`src/rtl/sstf_pkg.sv`:
```
package sstf_pkg;

  // Fixed field widths of the request, result and configuration ports and of the arrival counter
  localparam int unsigned REQ_ID_W  = 4;
  localparam int unsigned LIMIT_W   = 5;
  localparam int unsigned COUNT_W   = 5;
  localparam int unsigned AGE_W     = 32;

  localparam logic [LIMIT_W-1:0] LIMIT_RESET = 5'd16;

  // Request types
  localparam logic REQ_INSERT  = 1'b0;
  localparam logic REQ_SERVICE = 1'b1;

  typedef enum logic [1:0] {
    STS_OK    = 2'd0,
    STS_FULL  = 2'd1,
    STS_BUSY  = 2'd2,
    STS_EMPTY = 2'd3
  } status_t;

  typedef enum logic [2:0] {
    ST_IDLE,
    ST_INS_SCAN,
    ST_SRV_SCAN,
    ST_SRV_LAST,
    ST_SRV_COMMIT,
    ST_DONE
  } state_t;

endpackage

```
`src/rtl/sstf_disk_request_scheduler.sv`:
```
// Sequence: a refused insert or a service on an empty queue goes straight to ST_DONE; an insert
//   first walks the valid bits from slot 0 to the lowest free slot; a service first scans all
//   QUEUE_DEPTH slots, reading one slot per cycle from the slot memory, then commits the best.
// Throughput: one transaction at a time; the next is taken the cycle after the result is loaded.
// Reset (rst_n, synchronous, active low): queue empty, no requester outstanding, last track
//   and arrival counter zero, queue_limit 16; slot memory contents are not cleared.
module sstf_disk_request_scheduler
  import sstf_pkg::*;
#(
  parameter int unsigned QUEUE_DEPTH    = 16,
  parameter int unsigned NUM_REQUESTERS = 16,
  parameter int unsigned TRACK_WIDTH    = 16
) (
  input  logic                   clk,
  input  logic                   rst_n,
  // configuration
  input  logic                   cfg_wr_en,
  input  logic [LIMIT_W-1:0]     cfg_wr_data,
  // request channel
  input  logic                   in_valid,
  output logic                   in_stall,
  input  logic                   in_req_type,
  input  logic [REQ_ID_W-1:0]    in_requester_id,
  input  logic [TRACK_WIDTH-1:0] in_track,
  // result channel
  output logic                   out_valid,
  input  logic                   out_stall,
  output logic [1:0]             out_status,
  output logic [REQ_ID_W-1:0]    out_served_requester,
  output logic [TRACK_WIDTH-1:0] out_served_track,
  output logic [COUNT_W-1:0]     out_pending_count
);

  localparam int unsigned IDX_W   = (QUEUE_DEPTH > 1) ? $clog2(QUEUE_DEPTH) : 1;
  localparam int unsigned CNT_W   = $clog2(QUEUE_DEPTH + 1);
  localparam int unsigned CMP_W   = (CNT_W > LIMIT_W) ? CNT_W : LIMIT_W;
  localparam int unsigned RID_W   = (NUM_REQUESTERS > 1) ? $clog2(NUM_REQUESTERS) : 1;
  localparam int unsigned ID_SPAN = 2 ** REQ_ID_W;
  localparam logic [IDX_W-1:0] LAST_IDX  = IDX_W'(QUEUE_DEPTH - 1);
  localparam logic [CMP_W-1:0] DEPTH_CMP = CMP_W'(QUEUE_DEPTH);

  // Control state
  state_t                    state_r, state_nxt;
  logic [LIMIT_W-1:0]        cfg_limit_r, cfg_limit_nxt;
  logic [QUEUE_DEPTH-1:0]    valid_r, valid_nxt;
  logic [NUM_REQUESTERS-1:0] outstanding_r, outstanding_nxt;
  logic [CNT_W-1:0]          count_r, count_nxt;
  logic [AGE_W-1:0]          arrival_r, arrival_nxt;
  logic [TRACK_WIDTH-1:0]    last_track_r, last_track_nxt;
  logic [IDX_W-1:0]          scan_idx_r, scan_idx_nxt;
  logic                      eval_en_r, eval_en_nxt;
  logic [IDX_W-1:0]          eval_idx_r, eval_idx_nxt;
  logic                      best_found_r, best_found_nxt;
  logic                      out_valid_r, out_valid_nxt;

  // Payload state
  logic [RID_W-1:0]          rid_r, rid_nxt;
  logic [TRACK_WIDTH-1:0]    track_r, track_nxt;
  logic [IDX_W-1:0]          best_idx_r, best_idx_nxt;
  logic [TRACK_WIDTH-1:0]    best_dist_r, best_dist_nxt;
  logic [AGE_W-1:0]          best_old_r, best_old_nxt;
  logic [REQ_ID_W-1:0]       best_req_r, best_req_nxt;
  logic [TRACK_WIDTH-1:0]    best_track_r, best_track_nxt;
  status_t                   res_status_r, res_status_nxt;
  logic [REQ_ID_W-1:0]       res_req_r, res_req_nxt;
  logic [TRACK_WIDTH-1:0]    res_track_r, res_track_nxt;
  status_t                   out_status_r, out_status_nxt;
  logic [REQ_ID_W-1:0]       out_req_r, out_req_nxt;
  logic [TRACK_WIDTH-1:0]    out_track_r, out_track_nxt;
  logic [COUNT_W-1:0]        out_count_r, out_count_nxt;

  // Slot memory: one write port, one registered read port
  logic [TRACK_WIDTH-1:0]    slot_track_mem [QUEUE_DEPTH];
  logic [REQ_ID_W-1:0]       slot_req_mem   [QUEUE_DEPTH];
  logic [AGE_W-1:0]          slot_age_mem   [QUEUE_DEPTH];
  logic                      mem_we;
  logic [IDX_W-1:0]          mem_waddr;
  logic [TRACK_WIDTH-1:0]    rd_track_r;
  logic [REQ_ID_W-1:0]       rd_req_r;
  logic [AGE_W-1:0]          rd_age_r;

  // Requester id reduction table
  logic [RID_W-1:0]          id_tab [ID_SPAN];
  logic [RID_W-1:0]          rid_in;

  // Shared compare unit
  logic [TRACK_WIDTH-1:0]    seek_dist;
  logic [AGE_W-1:0]          old_age;
  logic                      take;
  logic [CMP_W-1:0]          limit_eff;
  logic                      queue_full;

  for (genvar g = 0; g < ID_SPAN; g++) begin : g_id_tab
    assign id_tab[g] = RID_W'(g % NUM_REQUESTERS);
  end

  assign rid_in = id_tab[in_requester_id];

  // Effective limit, capped at the queue depth
  assign limit_eff  = (CMP_W'(cfg_limit_r) > DEPTH_CMP) ? DEPTH_CMP : CMP_W'(cfg_limit_r);
  assign queue_full = (CMP_W'(count_r) >= limit_eff);

  // Evaluate the slot read last cycle against the current best
  assign seek_dist = (rd_track_r >= last_track_r) ? (rd_track_r - last_track_r)
                                                  : (last_track_r - rd_track_r);
  assign old_age   = arrival_r - rd_age_r;
  assign take      = eval_en_r && valid_r[eval_idx_r] &&
                     (!best_found_r || (seek_dist < best_dist_r) ||
                      ((seek_dist == best_dist_r) && (old_age > best_old_r)));

  // Next state and datapath control
  always_comb begin
    state_nxt       = state_r;
    cfg_limit_nxt   = cfg_limit_r;
    valid_nxt       = valid_r;
    outstanding_nxt = outstanding_r;
    count_nxt       = count_r;
    arrival_nxt     = arrival_r;
    last_track_nxt  = last_track_r;
    scan_idx_nxt    = scan_idx_r;
    eval_en_nxt     = (state_r == ST_SRV_SCAN);
    eval_idx_nxt    = scan_idx_r;
    best_found_nxt  = best_found_r;
    out_valid_nxt   = out_valid_r;
    rid_nxt         = rid_r;
    track_nxt       = track_r;
    best_idx_nxt    = best_idx_r;
    best_dist_nxt   = best_dist_r;
    best_old_nxt    = best_old_r;
    best_req_nxt    = best_req_r;
    best_track_nxt  = best_track_r;
    res_status_nxt  = res_status_r;
    res_req_nxt     = res_req_r;
    res_track_nxt   = res_track_r;
    out_status_nxt  = out_status_r;
    out_req_nxt     = out_req_r;
    out_track_nxt   = out_track_r;
    out_count_nxt   = out_count_r;
    mem_we          = 1'b0;
    mem_waddr       = scan_idx_r;

    if (cfg_wr_en) begin
      cfg_limit_nxt = cfg_wr_data;
    end

    // Drop the result once the consumer takes it
    if (out_valid_r && !out_stall) begin
      out_valid_nxt = 1'b0;
    end

    // Keep the nearest, then oldest, slot seen so far
    if (take) begin
      best_found_nxt = 1'b1;
      best_idx_nxt   = eval_idx_r;
      best_dist_nxt  = seek_dist;
      best_old_nxt   = old_age;
      best_req_nxt   = rd_req_r;
      best_track_nxt = rd_track_r;
    end

    case (state_r)
      ST_IDLE: begin
        if (in_valid) begin
          rid_nxt        = rid_in;
          track_nxt      = in_track;
          best_found_nxt = 1'b0;
          scan_idx_nxt   = '0;
          res_req_nxt    = '0;
          res_track_nxt  = '0;
          if (in_req_type == REQ_INSERT) begin
            if (queue_full) begin
              res_status_nxt = STS_FULL;
              state_nxt      = ST_DONE;
            end else if (outstanding_r[rid_in]) begin
              res_status_nxt = STS_BUSY;
              state_nxt      = ST_DONE;
            end else begin
              state_nxt = ST_INS_SCAN;
            end
          end else begin
            if (count_r == '0) begin
              res_status_nxt = STS_EMPTY;
              state_nxt      = ST_DONE;
            end else begin
              state_nxt = ST_SRV_SCAN;
            end
          end
        end
      end

      // Walk to the lowest free slot and fill it
      ST_INS_SCAN: begin
        if (!valid_r[scan_idx_r]) begin
          mem_we                 = 1'b1;
          valid_nxt[scan_idx_r]  = 1'b1;
          outstanding_nxt[rid_r] = 1'b1;
          arrival_nxt            = arrival_r + 1'b1;
          count_nxt              = count_r + 1'b1;
          res_status_nxt         = STS_OK;
          state_nxt              = ST_DONE;
        end else begin
          scan_idx_nxt = scan_idx_r + 1'b1;
        end
      end

      // Issue one slot read per cycle
      ST_SRV_SCAN: begin
        if (scan_idx_r == LAST_IDX) begin
          state_nxt = ST_SRV_LAST;
        end else begin
          scan_idx_nxt = scan_idx_r + 1'b1;
        end
      end

      // Last slot is evaluated this cycle
      ST_SRV_LAST: begin
        state_nxt = ST_SRV_COMMIT;
      end

      // Retire the chosen slot
      ST_SRV_COMMIT: begin
        valid_nxt[best_idx_r]                = 1'b0;
        outstanding_nxt[RID_W'(best_req_r)]  = 1'b0;
        last_track_nxt                       = best_track_r;
        count_nxt                            = count_r - 1'b1;
        res_status_nxt                       = STS_OK;
        res_req_nxt                          = best_req_r;
        res_track_nxt                        = best_track_r;
        state_nxt                            = ST_DONE;
      end

      // Hold until the output register is free
      ST_DONE: begin
        if (!out_valid_r || !out_stall) begin
          out_valid_nxt  = 1'b1;
          out_status_nxt = res_status_r;
          out_req_nxt    = res_req_r;
          out_track_nxt  = res_track_r;
          out_count_nxt  = COUNT_W'(count_r);
          state_nxt      = ST_IDLE;
        end
      end

      default: begin
        state_nxt = ST_IDLE;
      end
    endcase
  end

  // Control registers
  always_ff @(posedge clk) begin
    if (!rst_n) begin
      state_r       <= ST_IDLE;
      cfg_limit_r   <= LIMIT_RESET;
      valid_r       <= '0;
      outstanding_r <= '0;
      count_r       <= '0;
      arrival_r     <= '0;
      last_track_r  <= '0;
      scan_idx_r    <= '0;
      eval_en_r     <= 1'b0;
      eval_idx_r    <= '0;
      best_found_r  <= 1'b0;
      out_valid_r   <= 1'b0;
    end else begin
      state_r       <= state_nxt;
      cfg_limit_r   <= cfg_limit_nxt;
      valid_r       <= valid_nxt;
      outstanding_r <= outstanding_nxt;
      count_r       <= count_nxt;
      arrival_r     <= arrival_nxt;
      last_track_r  <= last_track_nxt;
      scan_idx_r    <= scan_idx_nxt;
      eval_en_r     <= eval_en_nxt;
      eval_idx_r    <= eval_idx_nxt;
      best_found_r  <= best_found_nxt;
      out_valid_r   <= out_valid_nxt;
    end
  end

  // Payload registers
  always_ff @(posedge clk) begin
    rid_r        <= rid_nxt;
    track_r      <= track_nxt;
    best_idx_r   <= best_idx_nxt;
    best_dist_r  <= best_dist_nxt;
    best_old_r   <= best_old_nxt;
    best_req_r   <= best_req_nxt;
    best_track_r <= best_track_nxt;
    res_status_r <= res_status_nxt;
    res_req_r    <= res_req_nxt;
    res_track_r  <= res_track_nxt;
    out_status_r <= out_status_nxt;
    out_req_r    <= out_req_nxt;
    out_track_r  <= out_track_nxt;
    out_count_r  <= out_count_nxt;
  end

  // Slot memory write
  always_ff @(posedge clk) begin
    if (mem_we) begin
      slot_track_mem[mem_waddr] <= track_r;
      slot_req_mem[mem_waddr]   <= REQ_ID_W'(rid_r);
      slot_age_mem[mem_waddr]   <= arrival_r;
    end
  end

  // Slot memory read
  always_ff @(posedge clk) begin
    rd_track_r <= slot_track_mem[scan_idx_r];
    rd_req_r   <= slot_req_mem[scan_idx_r];
    rd_age_r   <= slot_age_mem[scan_idx_r];
  end

  assign in_stall             = (state_r != ST_IDLE);
  assign out_valid            = out_valid_r;
  assign out_status           = out_status_r;
  assign out_served_requester = out_req_r;
  assign out_served_track     = out_track_r;
  assign out_pending_count    = out_count_r;

endmodule

```
`config.mk`:
```
export PLATFORM = sky130hd
export DESIGN_NAME = sstf_disk_request_scheduler
export DESIGN_NICKNAME = d
export VERILOG_FILES = /design/src/rtl/sstf_pkg.sv /design/src/rtl/sstf_disk_request_scheduler.sv
export SDC_FILE = /design/constraint.sdc
export NUM_CORES = 1
export LEC_CHECK = 0
export BUFFER_PORTS_ARGS = -buffer_cell sky130_fd_sc_hd__buf_2
export CELL_PAD_IN_SITES_DETAIL_PLACEMENT = 2
export CELL_PAD_IN_SITES_GLOBAL_PLACEMENT = 2
export CORE_ASPECT_RATIO = 0.75
export CORE_MARGIN = 8
export CORE_UTILIZATION = 30
export CTS_CLUSTER_SIZE = 8
export DETAILED_ROUTE_END_ITERATION = 10
export PLACE_DENSITY = 0.64
export SLEW_MARGIN = 20
export SYNTH_ARGS = -nofsm -noshare
export SYNTH_HDL_FRONTEND = slang
export SYNTH_SLANG_ARGS = --single-unit
```
`constraint.sdc`:
```
create_clock -name clk -period 11.1 [get_ports clk]
set_input_delay 1.665 -clock clk [delete_from_list [all_inputs] [get_ports clk]]
set_output_delay 1.665 -clock clk [all_outputs]
set_load 0.01 [all_outputs]
```
==> key figures <==
Run status
  • Status: completed

Clock tree
  • H-tree Lvls: 4
  • CTS Buf Count: 159
  • Sink Count: around 1100
  • CTS Buffer Depth: 3
  • Clock Root Buffer: clkbuf_16
  • Post-CTS Setup Bufs: 0
  • Hold_buf cts: 0
  • Clock transition at path regs: 0.05 ns
  • Clock Latency Late Sink: 0.78 ns
  • Cts repair resizes: 0
  • TritonCTS clock tree: built

Synthesis
  • Synth warnings: 0
  • Post-synthesis register bit count: 1129
  • Top FF cell, synth: edfxtp_1
  • Sequential area share after synthesis: 70.02%
  • Post-synth EDFFs: 973
  • Async SR Flop Fraction: 0%
  • Distinct cells, synth: 80
  • Synth Instances: 2581
  • Syn Nets: roughly 2700
  • Synthesized cell area: ~0.046 sq mm
  • Post-Syn Area per Cell: 17.90 sq um

Timing
  • Setup-failing EPs final: 0
  • Clk_skew: approximately 0.028 ns
  • Max Clk Rate: 0.1575 GHz
  • Setup WS post-layout: 4.750 ns
  • Slew Limit Fails: 0
  • Headroom to the max-slew limit: 28.93%
  • Least-Margin Pin Slew: 1.066 ns
  • Min Tclk post-route: approximately 6.3 ns
  • Final hold violations: 0
  • RSZ-0062 raised after global routing: no
  • Tcrit/Tclk final: 57.21%
  • Setup TNS Final: 0 ns

Power
  • Reg power frac: 43.2%
  • Power Density: between 200 and 250 mW/mm^2
  • Sw Ratio: between 20% and 30%
  • Sw power: roughly 3.5 mW
  • Int Pwr: 8.707 mW
  • Clk network pwr share: 37.9%
  • Worst vdd ir: approximately 0.00013 V
  • Combinational power share: 18.9%
  • Leakage dissipation: roughly 18 nW

Floorplan
  • I/O pin total: 60
  • Starting density of the core: between 30% and 40%
  • Die area: 0.1669 sq mm
  • Die X: around 470 um
  • Floorplan row count: 124
  • Die Span Y: ~360 um
  • Core area: 0.1527 sq mm

Worst setup path
  • CP Launch Type: flip-flop
  • CP endpoint kind: flip-flop
  • Worst path slowest cell: o31ai_1
  • WP data arrival: 6.74 ns
  • Kind of critical path: reg2reg
  • CP max stage delay: 0.73 ns
  • CP max FO: 40
  • Cell mode on critical path: nor2_1
  • CP Data Required Time: approximately 11 ns
  • Worst path bufs/invs: 3
  • CP delay by family, top: compound AO/OA/AOI/OAI gates
  • CP cell instances: inv_1, ha_1, inv_1, fa_1, a211oi_1, nor2_1, o31ai_1, a2111oi_2, o22ai_2, nor4b_1, nor4_1, ha_1, nand4_1, nor2_1, nand3_1, nor2_1, nor4_1, o31ai_1, a31oi_4, buf_4

Layout
  • Filler instances: 15040
  • Synth-to-Final Area Change: 16.23%
  • Register area: 0.03236 sq mm
  • Commonest non-fill, non-tap cell in the layout: edfxtp_1
  • Final Core Density: 35.16%
  • Multi-input logic area: 0.01296 sq mm
  • # nets final: 2892
  • Fraction of layout cells with a size suffix above 1: 21.12%
  • Most frequent cells in the layout: edfxtp_1 (973), mux4_2 (274), clkbuf_16 (161)
  • Antenna diodes: 0

Detailed routing
  • DRT Wirelength: between 100000 and 150000 um
  • Drt drc: 0
  • Antenna-violating nets left: 0
  • Initial drt markers: 1723
  • Via Count: 24800
  • DRT Pass-1 Iters: 5
  • DR vias/cell: 5.095
  • WL/cell: 26.39 um

Worst hold path
  • Hold Path Class: reg2reg

Placed design
  • I/O Buffers: a little under 60
  • HPWL Detailed: ~75000 um
  • Pre-CTS setup slack: 4.801 ns
  • RePlAce Congestion: just under 0.8

GRT
  • Total track usage: 15.23%
  • Grt total ovfl: 0
  • Antenna violations before repair: 0
  • Vias in the first global route: around 28000
  • First-pass GRT wire length: between 150000 and 200000 um
  • Largest net degree at the start of global routing: 105

Flow run
  • Max-cap violation count: 0
layer usage:
layer	GRT usage, %	share of wire (%)	vias up
li1	-	-	10620
met1	21.64	47	13480
met2	24.42	47	536
met3	2.430	4.0	171
met4	3.879	1.7	0
met5	0	0	-
worst paths after layout:
check / start / end / slack, ns / cells after the start
worst max-delay path: arrival_r[0] / best_track_r[9] / 4.75 / 20
worst max register to register: arrival_r[0] / best_track_r[9] / 4.75 / 20
worst min-delay path: rd_req_r[3] / best_req_r[3] / 0.41 / 0
worst min register to register: rd_req_r[3] / best_req_r[3] / 0.41 / 0
power groups by stage:
stage | logic (mW) | clock network, mW | registers, mW
5_1_grt | 2.52 | 4.88 | 5.30
2_1_floorplan | 1.62 | 0 | 5.21
6_report | 2.30 | 4.61 | 5.26
3_5_place_dp | 2.29 | 0 | 5.35
3_3_place_gp | 2.20 | 0 | 5.31
4_1_cts | 2.33 | 4.72 | 5.27
final cells by class:
class,count,area share (%)
sequential,1129,60.27
inverter,150,1.049
timing repair buffer,94,1.074
multi-input combinational,1200,24.15
tap,2016,4.699
clock inverter,14,0.5174
clock buffer,264,8.244
cells in the mapped netlist (all sizes together), types with 4 or more instances:
master / count / area (sq um)
edfxtp: 973 / 29220
mux4: 274 / 6171
dfxtp: 156 / 3123
inv: 150 / 563.0
ha: 123 / 1539
nand2: 84 / 317.8
clkbuf: 73 / 274.0
nor2: 73 / 274.0
a21oi: 70 / 350.3
o21ai: 67 / 335.3
and2: 44 / 275.3
a21o: 43 / 322.8
xnor2: 38 / 332.8
o21a: 32 / 240.2
and3: 31 / 193.9
buf: 29 / 122.6
nand3: 27 / 135.1
o211ai: 27 / 202.7
xor2: 22 / 192.7
a21boi: 19 / 142.6
nand4: 19 / 118.9
nor2b: 18 / 112.6
mux2i: 17 / 186.4
o221a: 16 / 180.2
or3: 15 / 93.84
nor3: 13 / 75.07
nand2b: 12 / 75.07
a211oi: 9 / 67.56
o31ai: 8 / 60.06
a31oi: 7 / 43.79
and4: 7 / 61.31
nor4: 7 / 43.79
o311ai: 6 / 52.55
o22ai: 5 / 37.53
fa: 4 / 80.08
nor3b: 4 / 35.03
o211a: 4 / 40.04
or2: 4 / 25.02
kinds of logic after synthesis:
kind of cell | count (synthesis) | share of synthesized area (%)
multiplexers | 293 | 13.81
AO/OA/AOI/OAI | 349 | 5.217
flip-flops | 1129 | 70.02
adder cells (fa/ha/maj) | 127 | 3.505
XOR/XNOR | 60 | 1.138
buffers and inverters | 252 | 2.078
AND/OR/NAND/NOR | 371 | 4.231
through the flow:
step                      cell area [sq um]  power (mW)  hold slack, ns  std cells
final                                 53680       12.17          0.4104       4867
after CTS                             53680       12.32          0.4149       4867
after floorplan                       46190       6.828          0.3855       2581
after global routing                  53680       12.70          0.4159       4867
after global placement                48970       7.516          0.3949       4589
after detailed placement              48970       7.644          0.4042       4589
registers in the layout, summed over array words and instances (netlist names), 32 cells and up:
register        flops
slot_age_mem      512
slot_track_mem    256
slot_req_mem       64
arrival_r          32
best_old_r         32
rd_age_r           32
No activity file was read; power rests on OpenSTA's default activity.
